--- config.mk ---
export PLATFORM = sky130hd
export DESIGN_NAME = gfve_front
export DESIGN_NICKNAME = d
export VERILOG_FILES = /design/src/rtl/gfve_pkg.sv /design/src/rtl/gfve_front.sv
export SDC_FILE = /design/constraint.sdc
export NUM_CORES = 1
export LEC_CHECK = 0
export BUFFER_PORTS_ARGS = -buffer_cell sky130_fd_sc_hd__clkbuf_2
export CORE_MARGIN = 4
export CORE_UTILIZATION = 35
export DETAILED_ROUTE_END_ITERATION = 7
export PLACE_DENSITY = 0.64
export SYNTH_ARGS = -nofsm -noshare
export SYNTH_HDL_FRONTEND = slang
export SYNTH_SLANG_ARGS = --single-unit
--- constraint.sdc ---
create_clock -name clock -period 15.65 [get_ports clock]
set_input_delay 0.7825 -clock clock [delete_from_list [all_inputs] [get_ports clock]]
set_output_delay 0.7825 -clock clock [all_outputs]
set_load 0.05 [all_outputs]
--- src/rtl/gfve_pkg.sv ---
`timescale 1ns / 1ps
package gfve_pkg;

   localparam int CSR_INDEX_W = 3;
   localparam int CNT_W = 32;
   localparam int NUM_W = 65;
   localparam int DEN_W = 128;
   localparam int FIFO_DEPTH = 2;

   localparam logic [CSR_INDEX_W-1:0] CSR_POS_COV_XX = 3'd0;
   localparam logic [CSR_INDEX_W-1:0] CSR_POS_COV_XY = 3'd1;
   localparam logic [CSR_INDEX_W-1:0] CSR_POS_COV_YX = 3'd2;
   localparam logic [CSR_INDEX_W-1:0] CSR_POS_COV_YY = 3'd3;
   localparam logic [CSR_INDEX_W-1:0] CSR_ABS_LIMIT = 3'd4;
   localparam logic [CSR_INDEX_W-1:0] CSR_INNOV_LIMIT = 3'd5;

   localparam logic [30:0] ABS_LIMIT_RESET = 31'd655360000;
   localparam logic [31:0] INNOV_LIMIT_RESET = 32'd655360;

   // quotient order in the back end
   localparam logic [2:0] OP_VEL_X = 3'd0;
   localparam logic [2:0] OP_VEL_Y = 3'd1;
   localparam logic [2:0] OP_COV_FIRST = 3'd2;
   localparam logic [2:0] OP_LAST = 3'd5;

   typedef struct packed {
      logic signed [31:0] fix_x;
      logic signed [31:0] fix_y;
      logic signed [31:0] predicted_x;
      logic [31:0]        tick_period;
   } req_type;

   typedef struct packed {
      logic               fix_accepted;
      logic signed [31:0] held_x;
      logic signed [31:0] held_y;
      logic signed [31:0] vel_x;
      logic signed [31:0] vel_y;
      logic signed [31:0] vel_cov_xx;
      logic signed [31:0] vel_cov_xy;
      logic signed [31:0] vel_cov_yx;
      logic signed [31:0] vel_cov_yy;
      logic               vel_updated;
      logic               vel_valid;
      logic               saturated;
   } rsp_type;

   typedef struct packed {
      logic [3:0][31:0] pos_cov;
      logic [30:0]      abs_limit;
      logic [31:0]      innov_limit;
   } csr_type;

   typedef struct packed {
      logic             accepted;
      logic [31:0]      held_x;
      logic [31:0]      held_y;
      logic             update;
      logic [CNT_W-1:0] cnt;
      logic [31:0]      tick_period;
      logic [32:0]      delta_x;
      logic [32:0]      delta_y;
   } job_type;

endpackage

--- src/rtl/gfve_front.sv ---
`timescale 1ns / 1ps
module gfve_front #(
   parameter int TICK_COUNT_WIDTH = 16
) (
   input  logic              clock,
   input  logic              reset,
   input  logic              req_push,
   output logic              req_full,
   input  gfve_pkg::req_type req_data,
   input  gfve_pkg::csr_type csr,
   output logic              job_push,
   output gfve_pkg::job_type job,
   input  logic              job_full
);
   localparam int CW = gfve_pkg::CNT_W;

   logic                        held_ff, held_in;
   logic [TICK_COUNT_WIDTH-1:0] cnt_ff, cnt_in, cnt_inc;
   logic [31:0]                 first_x_ff, first_x_in;
   logic [31:0]                 first_y_ff, first_y_in;
   logic [31:0]                 hold_x_ff, hold_x_in;
   logic [31:0]                 hold_y_ff, hold_y_in;
   logic [32:0]                 x_ext, mag, innov;
   logic                        accept, update, take;

   assign req_full = job_full;
   assign take = req_push & !job_full;
   assign job_push = take;

   always_comb begin
      x_ext = {req_data.fix_x[31], req_data.fix_x};
      mag = x_ext[32] ? 33'd0 - x_ext : x_ext;
      innov = x_ext - {req_data.predicted_x[31], req_data.predicted_x};
      accept = (req_data.fix_x != '0) && (mag < {2'b00, csr.abs_limit}) &&
               ($signed(innov) < $signed({csr.innov_limit[31], csr.innov_limit}));
      update = accept & held_ff;
      // tick count saturates at all ones
      cnt_inc = (cnt_ff != '1) ? cnt_ff + 1'b1 : cnt_ff;

      held_in = held_ff;
      cnt_in = cnt_ff;
      first_x_in = first_x_ff;
      first_y_in = first_y_ff;
      hold_x_in = hold_x_ff;
      hold_y_in = hold_y_ff;
      if (take) begin
         if (accept) begin
            hold_x_in = req_data.fix_x;
            hold_y_in = req_data.fix_y;
         end
         if (update) begin
            held_in = 1'b0;
         end else if (accept) begin
            held_in = 1'b1;
            cnt_in = '0;
            first_x_in = req_data.fix_x;
            first_y_in = req_data.fix_y;
         end else if (held_ff) begin
            cnt_in = cnt_inc;
         end
      end

      job.accepted = accept;
      job.held_x = hold_x_in;
      job.held_y = hold_y_in;
      job.update = update;
      job.cnt = CW'(cnt_inc);
      job.tick_period = req_data.tick_period;
      job.delta_x = x_ext - {first_x_ff[31], first_x_ff};
      job.delta_y = {req_data.fix_y[31], req_data.fix_y} - {first_y_ff[31], first_y_ff};
   end

   always_ff @(posedge clock) begin
      if (reset) begin
         held_ff <= 1'b0;
         hold_x_ff <= '0;
         hold_y_ff <= '0;
      end else begin
         held_ff <= held_in;
         hold_x_ff <= hold_x_in;
         hold_y_ff <= hold_y_in;
      end
   end

   always_ff @(posedge clock) begin
      cnt_ff <= cnt_in;
      first_x_ff <= first_x_in;
      first_y_ff <= first_y_in;
   end
endmodule

==> flow_summary.json <==
{
  "syn_area_per_cell_um2": 8.933,
  "fin_area_mm2": 0.01546,
  "yosysTopAreaCell": "edfxtp_1",
  "dr.pass1.iters": 4,
  "crit_type": "input pin to output port",
  "total_power_mw": 1.574,
  "antenna_found_initial": 5,
  "drt_iter0_drc": 582,
  "synth-seq-cells": 145,
  "post-place-ws_ps": 7785,
  "power_frac_comb": 0.460,
  "grt_usage": 0.1841,
  "swShare": 0.4345,
  "synth_compound_area_frac": 0.1709,
  "design.portCount": 521,
  "crit_fanout": 42,
  "synth_area_leaders": "edfxtp_1 (18%), ha_1 (15%), dfxtp_1 (9.9%)",
  "seqPwrFrac": 0.278,
  "overflow": 0,
  "min_period_ps": 7843,
  "layout-drive-gt1-share": 0.2426,
  "p_int_mw": 0.8903,
  "cts_buffers": 17,
  "row_count": 70,
  "ctsResizeCount": 0,
  "final_core_util": 0.4202,
  "rsz0062_at_grt": "no",
  "ys_warn_count": 0,
  "drv_cap": 0,
  "end_kind": "output port",
  "min_path_cells": 2,
  "initial_core_util": 0.3570,
  "core_area_mm2": 0.03679,
  "synth-simple-area-share": 0.1497,
  "worst_slack_ps": 7807,
  "final_cell_mix": "clkbuf_2 (312), inv_1 (182), ha_1 (161), a21oi_1 (97), nor2b_1 (96)",
  "critPathLaunchType": "input pin",
  "synthFlopType": "edfxtp_1",
  "syn_area_mm2": 0.01313,
  "dpl-instance-area_mm2": 0.01488,
  "drtAntennaViolNets": 0,
  "slew_headroom": 0.3521,
  "tightest_slew_ps": 961.7,
  "reg2reg_slack_ps": 13060,
  "maxSlewViolCount": 0,
  "crit_required_ps": 14870,
  "crit_arrival_ps": 7060,
  "cts_tree": "done",
  "synth_top_area_share": 0.1829,
  "instances_no_fill": 2229,
  "yosysUniqueCellTypes": 60,
  "die_x_um": 201.7,
  "finalSetupTns_ps": 0,
  "ys_seq_area_frac": 0.2820,
  "synth-xor-area-share": 0.07537,
  "num_vias": 11297,
  "synth_top_family_by_area": "compound AO/OA/AOI/OAI gates",
  "clk_latency_ps": 440,
  "wirelength_um": 38400,
  "synthAdderAreaFrac": 0.1580,
  "whs_ps": 511.0,
  "avgRoutedWirePerCell_um": 17.23,
  "hold_class": "register to register",
  "area_delta_synth_final_pct": 17.70,
  "place.detailed.instances": 2196,
  "grt_pass1_vias": 11118,
  "final_common_cell": "clkbuf_2",
  "clkSlewWorstSetupHoldPaths_ps": 60,
  "status": "finished, final reports clean",
  "switching_power_mw": 0.6840,
  "postCtsSetupRepairBufs": 0,
  "die_h_um": 201.7,
  "dp_hpwl_um": 31070,
  "drc": 0,
  "timing.fmax_ghz": 0.1275,
  "hold_viol": 0,
  "grt_pass1_wl_um": 59840,
  "port_buffers": 312,
  "synthArstFlopShare": 0,
  "grt_max_degree": 66,
  "clk_path_buf_depth": 2,
  "synth_edf_count": 80,
  "p_per_area_mw_per_mm2": 101.9,
  "r2r-start": "cnt_ff[3]",
  "clock_power_share": 0.263,
  "r2r_cells": 9,
  "worst_hold_path.endpoint": "held_ff",
  "r2r-end": "cnt_ff[11]",
  "viasPerCell": 5.068,
  "fin_crit_sh": 0.5012,
  "synth_cells": 1470,
  "hold_start": "held_ff",
  "dieArea_mm2": 0.04068,
  "peakVddDrop_mv": 0.07625,
  "finish.net_count": 2234,
  "cts.sinks": 145,
  "synth.area.mux_share": 0.07213,
  "place_congestion": 0.8616,
  "ctsHtreeMaxLevel": 4,
  "p_leak_nw": 7.652,
  "clock-skew-final_ps": 5.736,
  "clockRootBuffer": "clkbuf_16",
  "setup_viol": 0,
  "cts_hold_buf": 0
}
[cells by family after synthesis]
kind of cell,Yosys count
DFF,145
other,1
and+or+nand+nor,372
xor gates and xnor gates,113
AOI/OAI and AO/OA,350
muxes,68
adders and majority gates,164
buffers and inverters,257
[Yosys cell counts (6+ instances only)]
cell / instances
a2111oi_0: 7
o21a_1: 22
clkbuf_1: 17
a21o_1: 67
nor2b_1: 96
nand2b_1: 19
dfxtp_1: 65
nor4_1: 10
edfxtp_1: 80
or4_1: 9
a21oi_1: 97
o21ai_0: 75
xnor2_1: 81
o31ai_1: 10
a31oi_1: 7
nand4_1: 23
nor3_1: 22
mux2_4: 49
xor2_1: 32
and2_1: 6
nor2_1: 64
inv_1: 182
a211oi_1: 15
buf_4: 51
buf_6: 6
mux2_2: 17
or2_2: 7
nand2_1: 67
nand3_1: 26
and3_1: 11
ha_1: 161
[how the worst max path moves through the flow]
| stage | startpoint | end | slack (ps) |
|---|---|---|---|
| global route | req_data[96] | job[131] | 7380 |
| finish | req_data[96] | job[131] | 7810 |
| CTS | req_data[96] | job[143] | 7750 |
| global placement | req_data[96] | job[143] | 7790 |
| floorplan | req_data[51] | first_x_ff[0] | 3890 |
| detailed placement | req_data[96] | job[143] | 7790 |
[critical path, stage by stage]
cell and delay [ps]:
clkbuf_2 180, inv_1 200, ha_1 230, fa_1 220
nor2b_1 70, o31a_1 280, o311ai_0 490, a21oi_1 240
o21a_1 280, or4_1 440, a31o_2 250, a21oi_1 170
xnor2_1 110, ha_1 300, and4_1 210, nand2_1 80
o21ai_0 220, mux2i_1 400, nand4_1 300, nor3_2 250
buf_4 590, mux2_2 420, clkbuf_2 260
[sequential cells by signal, summed over array words and instances (netlist names)]
register	cells
cnt_ff	16
first_x_ff	32
first_y_ff	32
held_ff	1
hold_x_ff	32
hold_y_ff	32
[power by group through the flow]
stage	Sequential (mW)	Combinational [mW]	Clock [mW]
5_1_grt	0.440	0.785	0.444
6_report	0.437	0.724	0.413
3_3_place_gp	0.445	0.713	0
2_1_floorplan	0.445	0.576	0
4_1_cts	0.437	0.728	0.427
3_5_place_dp	0.445	0.723	0
[layer usage]
metal,vias up,track usage,share of wire
met2,348,0.2924,0.45
met3,57,0.05222,0.075
li1,5702,-,-
met1,5182,0.2443,0.46
met5,-,0,0.0014
met4,8,0.05469,0.021
[final cells by class]
cell class,instances,area (µm²)
Clock inverter,12,118.9
Timing Repair Buffer,318,1607
Antenna cell,1,2.502
Inverter,182,683.2
Clock buffer,20,457.9
Multi-Input combinational cell,1083,8298
Fill cell,3669,21330
Tap cell,468,585.6
Sequential cell,145,3704
(Power assumes the default switching activity.)
