==> src/rtl/gfve_pkg.sv <==
`timescale 1ns / 1ps
package gfve_pkg;

   localparam int CSR_INDEX_W = 3;
   localparam int CNT_W = 32;
   localparam int NUM_W = 65;
   localparam int DEN_W = 128;
   localparam int FIFO_DEPTH = 2;

   localparam logic [CSR_INDEX_W-1:0] CSR_POS_COV_XX = 3'd0;
   localparam logic [CSR_INDEX_W-1:0] CSR_POS_COV_XY = 3'd1;
   localparam logic [CSR_INDEX_W-1:0] CSR_POS_COV_YX = 3'd2;
   localparam logic [CSR_INDEX_W-1:0] CSR_POS_COV_YY = 3'd3;
   localparam logic [CSR_INDEX_W-1:0] CSR_ABS_LIMIT = 3'd4;
   localparam logic [CSR_INDEX_W-1:0] CSR_INNOV_LIMIT = 3'd5;

   localparam logic [30:0] ABS_LIMIT_RESET = 31'd655360000;
   localparam logic [31:0] INNOV_LIMIT_RESET = 32'd655360;

   // quotient order in the back end
   localparam logic [2:0] OP_VEL_X = 3'd0;
   localparam logic [2:0] OP_VEL_Y = 3'd1;
   localparam logic [2:0] OP_COV_FIRST = 3'd2;
   localparam logic [2:0] OP_LAST = 3'd5;

   typedef struct packed {
      logic signed [31:0] fix_x;
      logic signed [31:0] fix_y;
      logic signed [31:0] predicted_x;
      logic [31:0]        tick_period;
   } req_type;

   typedef struct packed {
      logic               fix_accepted;
      logic signed [31:0] held_x;
      logic signed [31:0] held_y;
      logic signed [31:0] vel_x;
      logic signed [31:0] vel_y;
      logic signed [31:0] vel_cov_xx;
      logic signed [31:0] vel_cov_xy;
      logic signed [31:0] vel_cov_yx;
      logic signed [31:0] vel_cov_yy;
      logic               vel_updated;
      logic               vel_valid;
      logic               saturated;
   } rsp_type;

   typedef struct packed {
      logic [3:0][31:0] pos_cov;
      logic [30:0]      abs_limit;
      logic [31:0]      innov_limit;
   } csr_type;

   typedef struct packed {
      logic             accepted;
      logic [31:0]      held_x;
      logic [31:0]      held_y;
      logic             update;
      logic [CNT_W-1:0] cnt;
      logic [31:0]      tick_period;
      logic [32:0]      delta_x;
      logic [32:0]      delta_y;
   } job_type;

endpackage

==> src/rtl/gfve_fifo.sv <==
`timescale 1ns / 1ps
module gfve_fifo (
   input  logic              clock,
   input  logic              reset,
   input  logic              push,
   input  gfve_pkg::job_type push_data,
   output logic              full,
   input  logic              pop,
   output gfve_pkg::job_type pop_data,
   output logic              empty
);
   localparam int AW = $clog2(gfve_pkg::FIFO_DEPTH);

   gfve_pkg::job_type     mem_ff [gfve_pkg::FIFO_DEPTH];
   logic [AW-1:0]         wr_ptr_ff, wr_ptr_in;
   logic [AW-1:0]         rd_ptr_ff, rd_ptr_in;
   logic [AW:0]           count_ff, count_in;
   logic                  do_push, do_pop;

   assign full = (count_ff == (AW+1)'(gfve_pkg::FIFO_DEPTH));
   assign empty = (count_ff == '0);
   assign do_push = push & !full;
   assign do_pop = pop & !empty;
   assign pop_data = mem_ff[rd_ptr_ff];

   always_comb begin
      wr_ptr_in = do_push ? wr_ptr_ff + 1'b1 : wr_ptr_ff;
      rd_ptr_in = do_pop ? rd_ptr_ff + 1'b1 : rd_ptr_ff;
      count_in = count_ff + (AW+1)'(do_push) - (AW+1)'(do_pop);
   end

   always_ff @(posedge clock) begin
      if (reset) begin
         wr_ptr_ff <= '0;
         rd_ptr_ff <= '0;
         count_ff <= '0;
      end else begin
         wr_ptr_ff <= wr_ptr_in;
         rd_ptr_ff <= rd_ptr_in;
         count_ff <= count_in;
      end
   end

   always_ff @(posedge clock) begin
      if (do_push) begin
         mem_ff[wr_ptr_ff] <= push_data;
      end
   end
endmodule

==> config.mk <==
export PLATFORM = sky130hd
export DESIGN_NAME = gfve_fifo
export DESIGN_NICKNAME = d
export VERILOG_FILES = /design/src/rtl/gfve_pkg.sv /design/src/rtl/gfve_fifo.sv
export SDC_FILE = /design/constraint.sdc
export NUM_CORES = 1
export LEC_CHECK = 0
export BUFFER_PORTS_ARGS = -buffer_cell sky130_fd_sc_hd__buf_4
export CAP_MARGIN = 15
export CORE_MARGIN = 1
export CORE_UTILIZATION = 47
export DETAILED_ROUTE_END_ITERATION = 10
export PLACE_DENSITY = 0.82
export SETUP_SLACK_MARGIN = 0.15
export SLEW_MARGIN = 20
export SYNTH_ARGS = -nofsm -noshare
export SYNTH_HDL_FRONTEND = slang
export SYNTH_SLANG_ARGS = --single-unit
export TNS_END_PERCENT = 20
==> constraint.sdc <==
create_clock -name clock -period 6.9 [get_ports clock]
set_input_delay 1.38 -clock clock [delete_from_list [all_inputs] [get_ports clock]]
set_output_delay 1.38 -clock clock [all_outputs]
set_load 0.01 [all_outputs]
==> impl_metrics.ini, run 1 <==
[final_layout]
final_common_cell = buf_4
area_growth_pct = 31.0
fin_nets = 1262
instances_no_fill = 1488
final_cell_mix = 400 x buf_4, 392 x edfxtp_1, 140 x mux2_4, 56 x mux2_2, 43 x clkbuf_16
fillers = 2104
layout-drive-gt1-share_pct = 60.2
num_antenna_cells = 0

[worst_setup_path]
crit_chain = buf_4, mux2_2, buf_4
arrival_ns = 2.73
r2r_cells = 5
r2r_setup_slack_ns = 4.12
cp.required_ns = 5.52
cpMostUsedCell = buf_4
crit_slowest_cell = dfxtp_4
startpoint_type = flip-flop
r2r-start = count_ff[0]
slowest_delay_ns = 0.84
reg2reg_to = mem_ff[0][61]
crit_type = reg2out
crit_path_end = pop_data[183]
endpoint_kind = output port
crit_fanout = 49

[routing]
drt-initial-drc-count = 325
avgViaCountPerCell = 4.96
drc = 0
num_vias = 7386
wire_per_inst_um = 20.0
wl_mm = 29.7
ant_nets = 0
dr.pass1.iters = 4

[clock_network]
clk_pin_slew_ns = 0.06
clk-insertion-delay-late_ns = 0.52
clockBufferDepth = 3
cts_buffers = 41
tritoncts = built
ctsHoldBuffers = 0
post_cts_buffers = 0
cts-root-buf = clkbuf_16
cts_sinks = 397
htree_levels = 2
cts-resized-gates = 0

[hold_path]
hp-class = reg2reg

[floorplanning]
fp.dieH_um = 180
die_area_um2 = 32500
ios = 398
die_x_um = 180
fp.coreArea_um2 = 30900
row_count = 64
start_util_pct = 48.4

[timing]
tns_ns = 0
period_needed_ns = 4.11
fin_skew_ns = 0.0157
final-hold-violation-count = 0
period_share_pct = 59.5
timing.fmax_mhz = 243
relSlewSlack_pct = 37.6
worst_pin_slew_ns = 0.937
rsz0062_at_grt = false
setup_viol = 0
slew_viol_final = 0

[global_route]
grt_usage_pct = 17.9
grt_pass1_vias = 8090
grt_max_degree = 157
gr-total-overflow = 0
grt_first_pass_wirelength_mm = 44.4
antenna_found_initial = 0

[placed_design]
gp_congestion = 0.747
io_buffers = 397
hpwl_mm = 19.6
place_inst = 1413

[run]
drv_cap = 0

[pwr]
p_leak_nw = 7.55
vdd_drop_max_mv = 0.356
pwr_density_cell_nw_per_um2 = 382

[synthesis]
synthesis.nets = 839
netlist_area_um2 = 15000
syn_inst = 637
synth_warnings = 0
yosysUniqueCellTypes = 21
syn_avg_cell_area_um2 = 23.5
ys_seq_area_share_pct = 79.4
ys_seq_elements = 397

[run_status]
status = finished, final reports clean
-- worst max-delay path, delay by kind of cell (launching register included) --
kind	cells	cell delay, ns
buffers and inverters	2	0.89
muxes	1	0.43
DFF	1	0.84
-- cell families after synthesis --
logic type	Yosys count	share of synthesized area [%]
and+or+nand+nor	11	0.385
AOI/OAI and AO/OA	3	0.117
xor gates and xnor gates	2	0.117
DFF	397	79.4
adders and majority gates	2	0.167
muxes	196	18.3
buffers and inverters	26	1.55
-- metrics by stage --
step | instance area [µm²] | setup slack (ns) | hold WS, ns | total power, W | util [%]
after floorplan | 15000 | 0.409 | 0.452 | 0.00459 | -
after global placement | 18300 | 3.18 | 0.481 | 0.00539 | 59.2
after detailed placement | 18300 | 3.17 | 0.483 | 0.00545 | 59.2
after CTS | 19600 | 2.71 | 0.534 | 0.00756 | 63.4
after global routing | 19600 | 2.64 | 0.576 | 0.00778 | 63.4
final | 19600 | 2.79 | 0.536 | 0.00749 | 63.4
-- cell usage after synthesis, drive strengths merged --
cell	number	area share (%)
dfxtp	5	0.67
o21a	1	0.050
a21oi	1	0.033
xor2	1	0.059
nor2b	1	0.042
or3	1	0.042
mux2	196	18
nor2	4	0.10
and2	1	0.042
edfxtp	392	79
ha	2	0.17
inv	4	0.10
buf	22	1.4
nor3	1	0.033
xnor2	1	0.059
nand2	1	0.025
o21ai	1	0.033
nand2b	1	0.059
and3	1	0.042
-- area by class of cell --
type                       count  area [µm²]  share of cell area (%)
sequential                   397       11900                    60.6
timing repair buffer         402        3040                    15.5
multi-input combinational    214        2860                    14.6
clock buffer                  54        1120                    5.70
tap                          396         495                    2.53
clock inverter                21         180                   0.920
inverter                       4        22.5                   0.115
-- registers in the layout (all words and copies together) (netlist names), named ones only --
signal,count
wr_ptr_ff,1
count_ff,2
mem_ff,392
rd_ptr_ff,1
-- how the worst min path moves through the flow --
stage / startpoint / endpoint / slack, ns / cells past startpoint
after floorplan: wr_ptr_ff / wr_ptr_ff / 0.45 / 2
after global placement: wr_ptr_ff / wr_ptr_ff / 0.48 / 2
after detailed placement: wr_ptr_ff / wr_ptr_ff / 0.48 / 2
after CTS: wr_ptr_ff / wr_ptr_ff / 0.53 / 2
after global routing: wr_ptr_ff / wr_ptr_ff / 0.58 / 2
final: wr_ptr_ff / wr_ptr_ff / 0.54 / 2
-- power breakdown --
part | switching, W | internal, W
Sequential | 0.000136 | 0.00308
Clock | 0.000851 | 0.00125
Combinational | 0.000975 | 0.00120
-- per-layer routing --
metal / vias up / track usage, % / share of wire, %
met5: - / 0 / 0
met4: 0 / 7.04 / 3.4
met3: 68 / 6.10 / 8.5
met2: 321 / 31.6 / 51
met1: 3618 / 19.7 / 37
li1: 3379 / - / -
No activity file was read; power rests on OpenSTA's default activity.
==> run 2: changes to the inputs <==
--- a/config.mk
+++ b/config.mk
@@ -5,12 +5,13 @@
 export SDC_FILE = /design/constraint.sdc
 export NUM_CORES = 1
 export LEC_CHECK = 0
+export ABC_AREA = 1
 export BUFFER_PORTS_ARGS = -buffer_cell sky130_fd_sc_hd__buf_4
 export CAP_MARGIN = 15
 export CORE_MARGIN = 1
-export CORE_UTILIZATION = 47
+export CORE_UTILIZATION = 52
 export DETAILED_ROUTE_END_ITERATION = 10
-export PLACE_DENSITY = 0.82
+export PLACE_DENSITY = 0.86
 export SETUP_SLACK_MARGIN = 0.15
 export SLEW_MARGIN = 20
 export SYNTH_ARGS = -nofsm -noshare
==> constraint.sdc (replaced) <==
create_clock -name clock -period 3.9 [get_ports clock]
set_input_delay 0.78 -clock clock [delete_from_list [all_inputs] [get_ports clock]]
set_output_delay 0.78 -clock clock [all_outputs]
set_load 0.01 [all_outputs]
==> impl_metrics.ini, run 2 <==
[run_status]
status = finished, final reports clean

[timing]
period_needed_ns = 2.94
setup_viol = 0
final-hold-violation-count = 0
rsz0062_at_grt = false
period_share_pct = 75.4
slew_viol_final = 0
relSlewSlack_pct = 36.3
fin_ws_ns = 0.958
worst_pin_slew_ns = 0.956
fin_skew_ns = 0.0153
timing.fmax_mhz = 340

[clock_network]
clk-insertion-delay-late_ns = 0.51
clk_pin_slew_ns = 0.06
ctsHoldBuffers = 0
cts_buffers = 41
cts-resized-gates = 0
cts-root-buf = clkbuf_16
clockBufferDepth = 3
tritoncts = built
cts_sinks = 397
htree_levels = 2
post_cts_buffers = 0

[final_layout]
multi_input_area_um2 = 2870
largest_reg_flops = 392
top_register = mem_ff
fin_nets = 1278
layout-drive-gt1-share_pct = 59.9
reg_top3 = mem_ff: 392 flops, count_ff: 2 flops
seq_area_um2 = 11900
num_antenna_cells = 0
fillers = 1707
area_growth_pct = 31.0
final_common_cell = buf_4
final_cell_mix = 400 x buf_4, 392 x edfxtp_1, 140 x mux2_4, 56 x mux2_2, 41 x clkbuf_16

[synthesis]
synth_top_family_by_area = multiplexers
synth_area_leader_cell = edfxtp_1
synthMuxAreaShare_pct = 18.3
yosysMostFrequentCell = edfxtp_1
ys_top_cells_by_area = edfxtp_1 79%, mux2_4 14%, mux2_2 4.2%
synth_edf_count = 392
ys_seq_elements = 397
netlist.area_leader.share_pct = 78.6
syn_avg_cell_area_um2 = 23.1
synth_adder_area_share_pct = 0.167
syn_inst = 649
yosys.area_share.simple_pct = 0.526
synth_warnings = 0
synth_common_cells = 392 x edfxtp_1, 140 x mux2_4, 56 x mux2_2
synth_ff_type = edfxtp_1
netlist_area_um2 = 15000
ys_seq_area_share_pct = 79.3
synthXorXnorAreaFrac_pct = 0
synthesis.nets = 851
synth_compound_area_share_pct = 0.0669
synthArstFlopShare_pct = 0
yosysUniqueCellTypes = 12

[hold_path]
hp-class = in2reg

[placed_design]
hpwl_mm = 19.8
gp_congestion = 0.744
pre_cts_slack_ns = 1.45
io_buffers = 397

[worst_setup_path]
crit_chain = buf_12, mux2_4, buf_4
crit_slowest_cell = dfxtp_4
cp.required_ns = 3.12
slowest_delay_ns = 0.67
arrival_ns = 2.16
endpoint_kind = output port
startpoint_type = flip-flop
crit_buf_inv = 2
crit_type = reg2out
critPathTopFamily = flip-flops
crit_fanout = 57

[global_route]
gr-total-overflow = 0
grt_max_degree = 151
grt_usage_pct = 19.4
grt_pass1_vias = 7857
antenna_found_initial = 0
grt_first_pass_wirelength_mm = 42.5

[pwr]
pwr_density_cell_nw_per_um2 = 640
vdd_drop_max_mv = 0.427
power_w = 0.0125
p_leak_nw = 7.58

[routing]
dr.pass1.iters = 4
wl_mm = 29.6
drt-initial-drc-count = 434
ant_nets = 0
num_vias = 7482
drc = 0
wire_per_inst_um = 20.0
avgViaCountPerCell = 5.05

[floorplanning]
fp.coreArea_um2 = 28100
die_x_um = 172
row_count = 61
ios = 398
fp.dieH_um = 172
die_area_um2 = 29500
start_util_pct = 53.3

[run]
drv_cap = 0
-- run 2: cell count changes in the layout (fill, tap and decap cells not counted), moves of 2 or more --
cell / change
nor2_1: +4
buf_12: +4
nand2_1: +6
clkbuf_16: -2
clkinv_4: +2
inv_1: +6
clkbuf_1: -4
nand3_1: +2
-- run 2: power by group --
part / leakage [nW] / total, W / switching, W / internal [W]
combinational: 3.29 / 0.00338 / 0.00155 / 0.00184
clock: 0.590 / 0.00354 / 0.00149 / 0.00206
sequential: 3.70 / 0.00562 / 0.000195 / 0.00542
-- run 2: final cells by class --
class	count	share of cell area [%]
Timing Repair Buffer	406	15.9
Clock buffer	48	5.37
Sequential cell	397	60.6
Clock inverter	23	0.855
Multi-Input combinational cell	220	14.7
Inverter	10	0.211
Tap cell	378	2.41
-- run 2: metrics by stage --
| stage | hold WS [ns] | utilization [%] | area, µm² | setup TNS (ns) | cells |
|---|---|---|---|---|---|
| 6_report | 0.435 | 69.8 | 19600 | 0 | 1482 |
| 5_1_grt | 0.415 | 69.8 | 19600 | 0 | 1482 |
| 4_1_cts | 0.408 | 69.8 | 19600 | 0 | 1482 |
| 3_5_place_dp | 0.502 | 65.5 | 18400 | 0 | 1411 |
| 3_3_place_gp | 0.481 | 65.5 | 18400 | 0 | 1411 |
| 2_1_floorplan | 0.467 | - | 15000 | -101.28 | 649 |
-- run 2: cells by family after synthesis --
logic type               after synthesis
AND/OR/NAND/NOR                       20
multiplexers                         196
adder cells (fa/ha/maj)                2
AO/OA/AOI/OAI                          2
flip-flops                           397
buffers and inverters                 32
-- run 2: final timing paths --
path / from / to / slack [ns] / cells after the start
max: flip-flop / pop_data[138] / 0.96 / 3
min: reset / count_ff[0] / 0.44 / 2
max reg2reg: count_ff[0] / mem_ff[0][88] / 1.89 / 5
min reg2reg: rd_ptr_ff / rd_ptr_ff / 0.51 / 2
-- run 2: per-layer routing --
layer	track usage, %	share of wire, %
met5	0	0
met4	8.54	3.7
met3	6.72	9.2
met2	34.3	52
met1	20.9	36
