## src/rtl/gfve_pkg.sv

```systemverilog
`timescale 1ns / 1ps
package gfve_pkg;

   localparam int CSR_INDEX_W = 3;
   localparam int CNT_W = 32;
   localparam int NUM_W = 65;
   localparam int DEN_W = 128;
   localparam int FIFO_DEPTH = 2;

   localparam logic [CSR_INDEX_W-1:0] CSR_POS_COV_XX = 3'd0;
   localparam logic [CSR_INDEX_W-1:0] CSR_POS_COV_XY = 3'd1;
   localparam logic [CSR_INDEX_W-1:0] CSR_POS_COV_YX = 3'd2;
   localparam logic [CSR_INDEX_W-1:0] CSR_POS_COV_YY = 3'd3;
   localparam logic [CSR_INDEX_W-1:0] CSR_ABS_LIMIT = 3'd4;
   localparam logic [CSR_INDEX_W-1:0] CSR_INNOV_LIMIT = 3'd5;

   localparam logic [30:0] ABS_LIMIT_RESET = 31'd655360000;
   localparam logic [31:0] INNOV_LIMIT_RESET = 32'd655360;

   // quotient order in the back end
   localparam logic [2:0] OP_VEL_X = 3'd0;
   localparam logic [2:0] OP_VEL_Y = 3'd1;
   localparam logic [2:0] OP_COV_FIRST = 3'd2;
   localparam logic [2:0] OP_LAST = 3'd5;

   typedef struct packed {
      logic signed [31:0] fix_x;
      logic signed [31:0] fix_y;
      logic signed [31:0] predicted_x;
      logic [31:0]        tick_period;
   } req_type;

   typedef struct packed {
      logic               fix_accepted;
      logic signed [31:0] held_x;
      logic signed [31:0] held_y;
      logic signed [31:0] vel_x;
      logic signed [31:0] vel_y;
      logic signed [31:0] vel_cov_xx;
      logic signed [31:0] vel_cov_xy;
      logic signed [31:0] vel_cov_yx;
      logic signed [31:0] vel_cov_yy;
      logic               vel_updated;
      logic               vel_valid;
      logic               saturated;
   } rsp_type;

   typedef struct packed {
      logic [3:0][31:0] pos_cov;
      logic [30:0]      abs_limit;
      logic [31:0]      innov_limit;
   } csr_type;

   typedef struct packed {
      logic             accepted;
      logic [31:0]      held_x;
      logic [31:0]      held_y;
      logic             update;
      logic [CNT_W-1:0] cnt;
      logic [31:0]      tick_period;
      logic [32:0]      delta_x;
      logic [32:0]      delta_y;
   } job_type;

endpackage

```

## src/rtl/gfve_div.sv

```systemverilog
`timescale 1ns / 1ps
module gfve_div (
   input  logic                         clock,
   input  logic                         reset,
   input  logic                         start,
   input  logic [gfve_pkg::NUM_W-1:0]   num,
   input  logic [gfve_pkg::DEN_W-1:0]   den,
   input  logic                         neg,
   output logic                         done,
   output logic [31:0]                  quot,
   output logic                         sat
);
   localparam int NW = gfve_pkg::NUM_W;
   localparam int SW = NW + 31;

   typedef enum logic [2:0] {
      D_IDLE = 3'b001,
      D_RUN  = 3'b010,
      D_DONE = 3'b100
   } div_state_type;

   div_state_type state_ff, state_in;
   logic [NW-1:0] rem_ff, rem_in;
   logic [SW-1:0] dsh_ff, dsh_in;
   logic [31:0]   q_ff, q_in;
   logic [4:0]    step_ff, step_in;
   logic          neg_ff, neg_in;
   logic          zero_ff, zero_in;
   logic          over_ff, over_in;
   logic          ge;
   logic [31:0]   limv, qm;
   logic          big;

   assign ge = {31'b0, rem_ff} >= dsh_ff;

   always_comb begin
      state_in = state_ff;
      rem_in = rem_ff;
      dsh_in = dsh_ff;
      q_in = q_ff;
      step_in = step_ff;
      neg_in = neg_ff;
      zero_in = zero_ff;
      over_in = over_ff;
      case (state_ff)
         D_IDLE: begin
            if (start) begin
               neg_in = neg;
               zero_in = 1'b0;
               over_in = 1'b0;
               q_in = '0;
               rem_in = num;
               dsh_in = {den[NW-1:0], 31'b0};
               step_in = '0;
               state_in = D_DONE;
               if (den == '0) begin
                  // zero divisor: limit by sign, zero for a zero numerator
                  zero_in = 1'b1;
                  over_in = (num != '0);
               end else if (den[gfve_pkg::DEN_W-1:NW] != '0) begin
                  q_in = '0;
               end else if ({32'b0, num} >= {den[NW-1:0], 32'b0}) begin
                  over_in = 1'b1;
               end else begin
                  state_in = D_RUN;
               end
            end
         end
         D_RUN: begin
            if (ge) begin
               rem_in = rem_ff - dsh_ff[NW-1:0];
            end
            q_in = {q_ff[30:0], ge};
            dsh_in = dsh_ff >> 1;
            step_in = step_ff + 1'b1;
            if (step_ff == 5'd31) begin
               state_in = D_DONE;
            end
         end
         D_DONE: begin
            state_in = D_IDLE;
         end
         default: begin
            state_in = D_IDLE;
         end
      endcase
   end

   always_comb begin
      limv = neg_ff ? 32'h8000_0000 : 32'h7fff_ffff;
      big = over_ff | (q_ff > limv);
      qm = big ? limv : q_ff;
      quot = neg_ff ? 32'd0 - qm : qm;
      sat = big | zero_ff;
      done = (state_ff == D_DONE);
   end

   always_ff @(posedge clock) begin
      if (reset) begin
         state_ff <= D_IDLE;
      end else begin
         state_ff <= state_in;
      end
   end

   always_ff @(posedge clock) begin
      rem_ff <= rem_in;
      dsh_ff <= dsh_in;
      q_ff <= q_in;
      step_ff <= step_in;
      neg_ff <= neg_in;
      zero_ff <= zero_in;
      over_ff <= over_in;
   end
endmodule

```

## src/rtl/gfve_back.sv

```systemverilog
`timescale 1ns / 1ps
module gfve_back (
   input  logic              clock,
   input  logic              reset,
   input  logic              job_empty,
   input  gfve_pkg::job_type job,
   output logic              job_pop,
   input  gfve_pkg::csr_type csr,
   output logic              rsp_empty,
   input  logic              rsp_pop,
   output gfve_pkg::rsp_type rsp_data
);
   typedef enum logic [4:0] {
      S_IDLE = 5'b00001,
      S_MUL  = 5'b00010,
      S_SQR  = 5'b00100,
      S_DIV  = 5'b01000,
      S_OUT  = 5'b10000
   } state_type;

   state_type                    state_ff, state_in;
   gfve_pkg::job_type            job_ff, job_in;
   logic [63:0]                  d_ff, d_in;
   logic [127:0]                 den2_ff, den2_in;
   logic [1:0]                   sq_ff, sq_in;
   logic [2:0]                   op_ff, op_in;
   logic                         issued_ff, issued_in;
   logic                         sat_ff, sat_in;
   logic                         valid_ff, valid_in;
   logic                         out_full_ff, out_full_in;
   logic [1:0][31:0]             vel_ff, vel_in;
   logic [3:0][31:0]             cov_ff, cov_in;
   gfve_pkg::rsp_type            rsp_ff, rsp_in;
   logic [31:0]                  mul_a, mul_b;
   logic [63:0]                  prod;
   logic [32:0]                  delta, dmag;
   logic [31:0]                  rval;
   logic [32:0]                  rmag;
   logic [1:0]                   csel;
   logic [gfve_pkg::NUM_W-1:0]   div_num;
   logic [gfve_pkg::DEN_W-1:0]   div_den;
   logic                         div_neg, div_start, div_done, div_sat;
   logic [31:0]                  div_q;

   assign rsp_empty = !out_full_ff;
   assign rsp_data = rsp_ff;

   // one shared 32x32 multiplier: count times period, then the square
   always_comb begin
      mul_a = job_ff.cnt;
      mul_b = job_ff.tick_period;
      if (state_ff == S_SQR) begin
         case (sq_ff)
            2'd0: begin
               mul_a = d_ff[31:0];
               mul_b = d_ff[31:0];
            end
            2'd1: begin
               mul_a = d_ff[31:0];
               mul_b = d_ff[63:32];
            end
            default: begin
               mul_a = d_ff[63:32];
               mul_b = d_ff[63:32];
            end
         endcase
      end
      prod = 64'(mul_a) * 64'(mul_b);
   end

   always_comb begin
      delta = (op_ff == gfve_pkg::OP_VEL_Y) ? job_ff.delta_y : job_ff.delta_x;
      dmag = delta[32] ? 33'd0 - delta : delta;
      csel = 2'(op_ff - gfve_pkg::OP_COV_FIRST);
      rval = csr.pos_cov[csel];
      rmag = rval[31] ? 33'd0 - {1'b1, rval} : {1'b0, rval};
      if (op_ff < gfve_pkg::OP_COV_FIRST) begin
         div_num = {16'b0, dmag, 16'b0};
         div_den = {64'b0, d_ff};
         div_neg = delta[32];
      end else begin
         div_num = {rmag[31:0], 1'b0, 32'b0};
         div_den = den2_ff;
         div_neg = rval[31];
      end
   end

   gfve_div u_div (
      .clock (clock),
      .reset (reset),
      .start (div_start),
      .num   (div_num),
      .den   (div_den),
      .neg   (div_neg),
      .done  (div_done),
      .quot  (div_q),
      .sat   (div_sat)
   );

   always_comb begin
      state_in = state_ff;
      job_in = job_ff;
      d_in = d_ff;
      den2_in = den2_ff;
      sq_in = sq_ff;
      op_in = op_ff;
      issued_in = issued_ff;
      sat_in = sat_ff;
      valid_in = valid_ff;
      out_full_in = out_full_ff;
      vel_in = vel_ff;
      cov_in = cov_ff;
      rsp_in = rsp_ff;
      job_pop = 1'b0;
      div_start = 1'b0;
      if (rsp_pop && out_full_ff) begin
         out_full_in = 1'b0;
      end
      case (state_ff)
         S_IDLE: begin
            if (!job_empty) begin
               job_pop = 1'b1;
               job_in = job;
               sat_in = 1'b0;
               state_in = job.update ? S_MUL : S_OUT;
            end
         end
         S_MUL: begin
            d_in = prod;
            sq_in = '0;
            state_in = S_SQR;
         end
         S_SQR: begin
            case (sq_ff)
               2'd0: den2_in = {64'b0, prod};
               2'd1: den2_in = den2_ff + {31'b0, prod, 33'b0};
               default: den2_in = den2_ff + {prod, 64'b0};
            endcase
            sq_in = sq_ff + 1'b1;
            if (sq_ff == 2'd2) begin
               op_in = gfve_pkg::OP_VEL_X;
               issued_in = 1'b0;
               state_in = S_DIV;
            end
         end
         S_DIV: begin
            if (!issued_ff) begin
               div_start = 1'b1;
               issued_in = 1'b1;
            end else if (div_done) begin
               issued_in = 1'b0;
               sat_in = sat_ff | div_sat;
               if (op_ff < gfve_pkg::OP_COV_FIRST) begin
                  vel_in[op_ff[0]] = div_q;
               end else begin
                  cov_in[csel] = div_q;
               end
               op_in = op_ff + 1'b1;
               if (op_ff == gfve_pkg::OP_LAST) begin
                  state_in = S_OUT;
               end
            end
         end
         S_OUT: begin
            if (!out_full_ff) begin
               out_full_in = 1'b1;
               valid_in = valid_ff | job_ff.update;
               rsp_in.fix_accepted = job_ff.accepted;
               rsp_in.held_x = job_ff.held_x;
               rsp_in.held_y = job_ff.held_y;
               rsp_in.vel_x = vel_ff[0];
               rsp_in.vel_y = vel_ff[1];
               rsp_in.vel_cov_xx = cov_ff[0];
               rsp_in.vel_cov_xy = cov_ff[1];
               rsp_in.vel_cov_yx = cov_ff[2];
               rsp_in.vel_cov_yy = cov_ff[3];
               rsp_in.vel_updated = job_ff.update;
               rsp_in.vel_valid = valid_ff | job_ff.update;
               rsp_in.saturated = job_ff.update & sat_ff;
               state_in = S_IDLE;
            end
         end
         default: begin
            state_in = S_IDLE;
         end
      endcase
   end

   always_ff @(posedge clock) begin
      if (reset) begin
         state_ff <= S_IDLE;
         issued_ff <= 1'b0;
         valid_ff <= 1'b0;
         out_full_ff <= 1'b0;
         vel_ff <= '0;
         cov_ff <= '0;
      end else begin
         state_ff <= state_in;
         issued_ff <= issued_in;
         valid_ff <= valid_in;
         out_full_ff <= out_full_in;
         vel_ff <= vel_in;
         cov_ff <= cov_in;
      end
   end

   always_ff @(posedge clock) begin
      job_ff <= job_in;
      d_ff <= d_in;
      den2_ff <= den2_in;
      sq_ff <= sq_in;
      op_ff <= op_in;
      sat_ff <= sat_in;
      rsp_ff <= rsp_in;
   end
endmodule

```

## config.mk

```make
export PLATFORM = sky130hd
export DESIGN_NAME = gfve_back
export DESIGN_NICKNAME = d
export VERILOG_FILES = /design/src/rtl/gfve_pkg.sv /design/src/rtl/gfve_div.sv /design/src/rtl/gfve_back.sv
export SDC_FILE = /design/constraint.sdc
export NUM_CORES = 2
export LEC_CHECK = 0
export BUFFER_PORTS_ARGS = -buffer_cell sky130_fd_sc_hd__buf_2
export CAP_MARGIN = 20
export CELL_PAD_IN_SITES_DETAIL_PLACEMENT = 0
export CELL_PAD_IN_SITES_GLOBAL_PLACEMENT = 1
export CORE_MARGIN = 2
export CORE_UTILIZATION = 53
export CTS_CLUSTER_SIZE = 30
export DETAILED_ROUTE_END_ITERATION = 7
export GPL_TIMING_DRIVEN = 0
export PLACE_DENSITY = 0.87
export SETUP_SLACK_MARGIN = 0.5
export SYNTH_ARGS = -nofsm -noshare
export SYNTH_HDL_FRONTEND = slang
export SYNTH_SLANG_ARGS = --single-unit
export TNS_END_PERCENT = 1
```

## constraint.sdc

```tcl
create_clock -name clock -period 66.1 [get_ports clock]
set_input_delay 6.61 -clock clock [delete_from_list [all_inputs] [get_ports clock]]
set_output_delay 6.61 -clock clock [all_outputs]
set_load 0.1 [all_outputs]
```

==> impl_metrics.ini <==
[setup_path]
crit_slowest_cell = xnor2_1
crit_arrival_ns = 17.79
crit_type = flop to flop
cp_max_fo = 10
cp_slowest_stage_delay_ns = 1.00
start_kind = flop
critPathMostFrequentCell = fa_1
required_ns = 66.59
end_kind = flop

[grt]
overflow = 0
grt_max_degree = 65
grt_pass1_wl_microns = 491000
antenna_found_initial = 24
grt_use_total = 0.402
grt_pass1_vias = 72100

[clock_network]
cts.path.max_buffers = 3
tritoncts = yes
cts-resized-gates = 0
path_clk_slew_ns = 0.07
root_buffer = clkbuf_16
htreeDepth = 3
postCtsSetupRepairBufs = 0
insertion_delay_ns = 0.80
cts.sinks = 1058
numCtsBuffers = 110
hold_buffers = 0

[place]
place.gp.congestion = 1.08
dp_slack_ns = 49.44
place.port_buffers = 588
dpl.hpwl_microns = 279000

[logic_synthesis]
synth_cell_types = 97
ys_seq_elements = 1058
syn_area_sq_mm = 0.0879
synth_ff_type = edfxtp_1
syn-mean-instance-area_sq_um = 9.77
seq_area_frac_synth = 0.338
synth-edff-count = 855
syn-num-nets = 10800
ys_warn_count = 0
async_flop_share = 0
synth_cells = 8999

[floorplan]
row_count = 149
die-area_sq_mm = 0.169
fp.dieH_microns = 411
io_pins = 653
start_util = 0.533
core_area_sq_mm = 0.165
fp.dieW_microns = 411

[layout]
fillers = 14400
regArea_sq_mm = 0.0297
area_growth_pct = 12.6
layout-drive-gt1-share = 0.105
nNetsFinal = 11700
multi_input_area_sq_mm = 0.0526

[route]
wire_per_inst_microns = 28.2
drc = 0
wl_microns = 342000
ant_nets = 0
drtPass1Iterations = 8
vias = 73900
drt_iter0_markers = 8499
viasPerCell = 6.10

[flow_run]
max_cap_viol_count = 0

[timing]
tns_ns = 0
skew_ns = 0.0819
fin_ws_ns = 48.79
setup_viol = 0
finalHoldViolations = 0
rsz0062_at_grt = no
period_share = 0.262
holdWs_ns = 0.412
clock.fmax_ghz = 0.0578
slew_violations = 0
worstMarginPinSlew_ns = 1.28
min_period_ns = 17.31
slew-limit-headroom = 0.146

[status]
outcome = finished clean

[min_path]
hold_path.class = flop to flop
## cell usage after synthesis (8+ instances only)
library cell / count / area, sq um
a211oi_1: 73 / 548
a21boi_0: 15 / 113
a21o_1: 207 / 1550
a21oi_1: 510 / 2550
a221oi_1: 14 / 123
a22o_1: 33 / 289
a31o_2: 11 / 96.3
a31oi_1: 84 / 526
and2_1: 98 / 613
and3_1: 43 / 269
and4_1: 8 / 70.1
buf_1: 40 / 150
buf_2: 14 / 70.1
clkbuf_1: 396 / 1490
dfxtp_1: 203 / 4060
edfxtp_1: 855 / 25700
fa_1: 899 / 18000
ha_1: 543 / 6790
inv_1: 1057 / 3970
mux2_2: 11 / 124
mux2i_1: 134 / 1340
mux4_2: 31 / 698
nand2_1: 1104 / 4140
nand2b_1: 44 / 275
nand3_1: 91 / 455
nand3b_1: 8 / 60.1
nand4_1: 91 / 569
nor2_1: 1084 / 4070
nor2b_1: 36 / 225
nor3_1: 96 / 480
nor4_1: 74 / 463
o2111ai_1: 9 / 78.8
o211ai_1: 14 / 105
o21a_1: 98 / 736
o21ai_0: 314 / 1570
o21ai_1: 48 / 240
o21bai_1: 48 / 360
o22ai_1: 10 / 62.6
o31ai_1: 38 / 285
or2_2: 16 / 100
or3_1: 23 / 144
or4_1: 15 / 113
xnor2_1: 203 / 1780
xor2_1: 119 / 1040
## state kept, by name (all words and copies together) (netlist names), 64 cells and up
| name | cells |
|---|---|
| rsp_data | 260 |
| job_ff | 196 |
| cov_ff | 128 |
| den2_ff | 128 |
| u_div.dsh_ff | 96 |
| u_div.rem_ff | 65 |
| d_ff | 64 |
| vel_ff | 64 |
## metrics by stage
| step | cell area, sq um | std cells | util |
|---|---|---|---|
| floorplan | 87900 | 8999 | - |
| global placement | 93600 | 11800 | 0.568 |
| detailed placement | 95000 | 11900 | 0.577 |
| CTS | 98700 | 12100 | 0.599 |
| global route | 98900 | 12100 | 0.600 |
| finish | 98900 | 12100 | 0.600 |
## area by class of cell
type,instances,share of cell area
Buffer,458,0.0181
Tap cell,2189,0.0277
Timing Repair Buffer,715,0.0444
Clock buffer,134,0.0293
Inverter,1060,0.0402
Antenna cell,13,0.000329
Sequential cell,1058,0.301
Multi-Input combinational cell,6423,0.531
Clock inverter,70,0.00799
## routing by layer
layer	global-route usage	vias up	wire length [microns]	part of all wire
met4	0.180	14	17900	0.052
li1	-	31900	-	-
met3	0.105	698	39800	0.12
met5	0	-	134	0.00039
met2	0.598	4211	148000	0.43
met1	0.554	37100	136000	0.40
## worst paths after layout
check                       endpoint                   start  cells after the start  slack, ns
max reg2reg    den2_ff[93]$_DFFE_PN_  sq_ff[0]$_SDFFCE_PP0P_                     45      48.79
max            den2_ff[93]$_DFFE_PN_  sq_ff[0]$_SDFFCE_PP0P_                     45      48.79
min          rsp_data[224]$_DFFE_PP_   job_ff[160]$_DFFE_PP_                      0       0.41
min reg2reg  rsp_data[224]$_DFFE_PP_   job_ff[160]$_DFFE_PP_                      0       0.41
## cell usage in the layout (no fill, tap or decap), types with 189 or more instances in the layout
cell type / instances
inv_1: 1055
nand2_1: 1103
a21oi_1: 510
o21ai_0: 310
xnor2_1: 189
a21o_1: 207
fa_1: 899
clkbuf_1: 416
ha_1: 543
buf_2: 608
nor2_1: 1082
edfxtp_1: 855
dfxtp_1: 203
## logic make-up (layout without fill, tap and decap cells)
group / after synthesis / after routing / share of synthesized area
mux: 176 / 176 / 0.0246
simple gates: 2864 / 2864 / 0.141
buf+inv: 1518 / 2437 / 0.0656
flops: 1058 / 1058 / 0.338
other cells: 0 / 13 / 0
xor+xnor: 322 / 322 / 0.0321
fa+ha+maj: 1442 / 1442 / 0.282
compound gates: 1619 / 1619 / 0.116
## worst max-delay path, delay by kind of cell, from the launching register on
family	cells	cell delay [ns]
xor gates and xnor gates	2	1.20
AOI/OAI and AO/OA	13	4.46
and+or+nand+nor	9	1.85
adders and majority gates	11	5.11
buffers and inverters	9	3.27
DFF	1	0.42
muxes	1	0.63
Power is left out: the tool's default activity adds up to more than one toggle a clock period on the data nets, which glitch-free logic cannot reach.
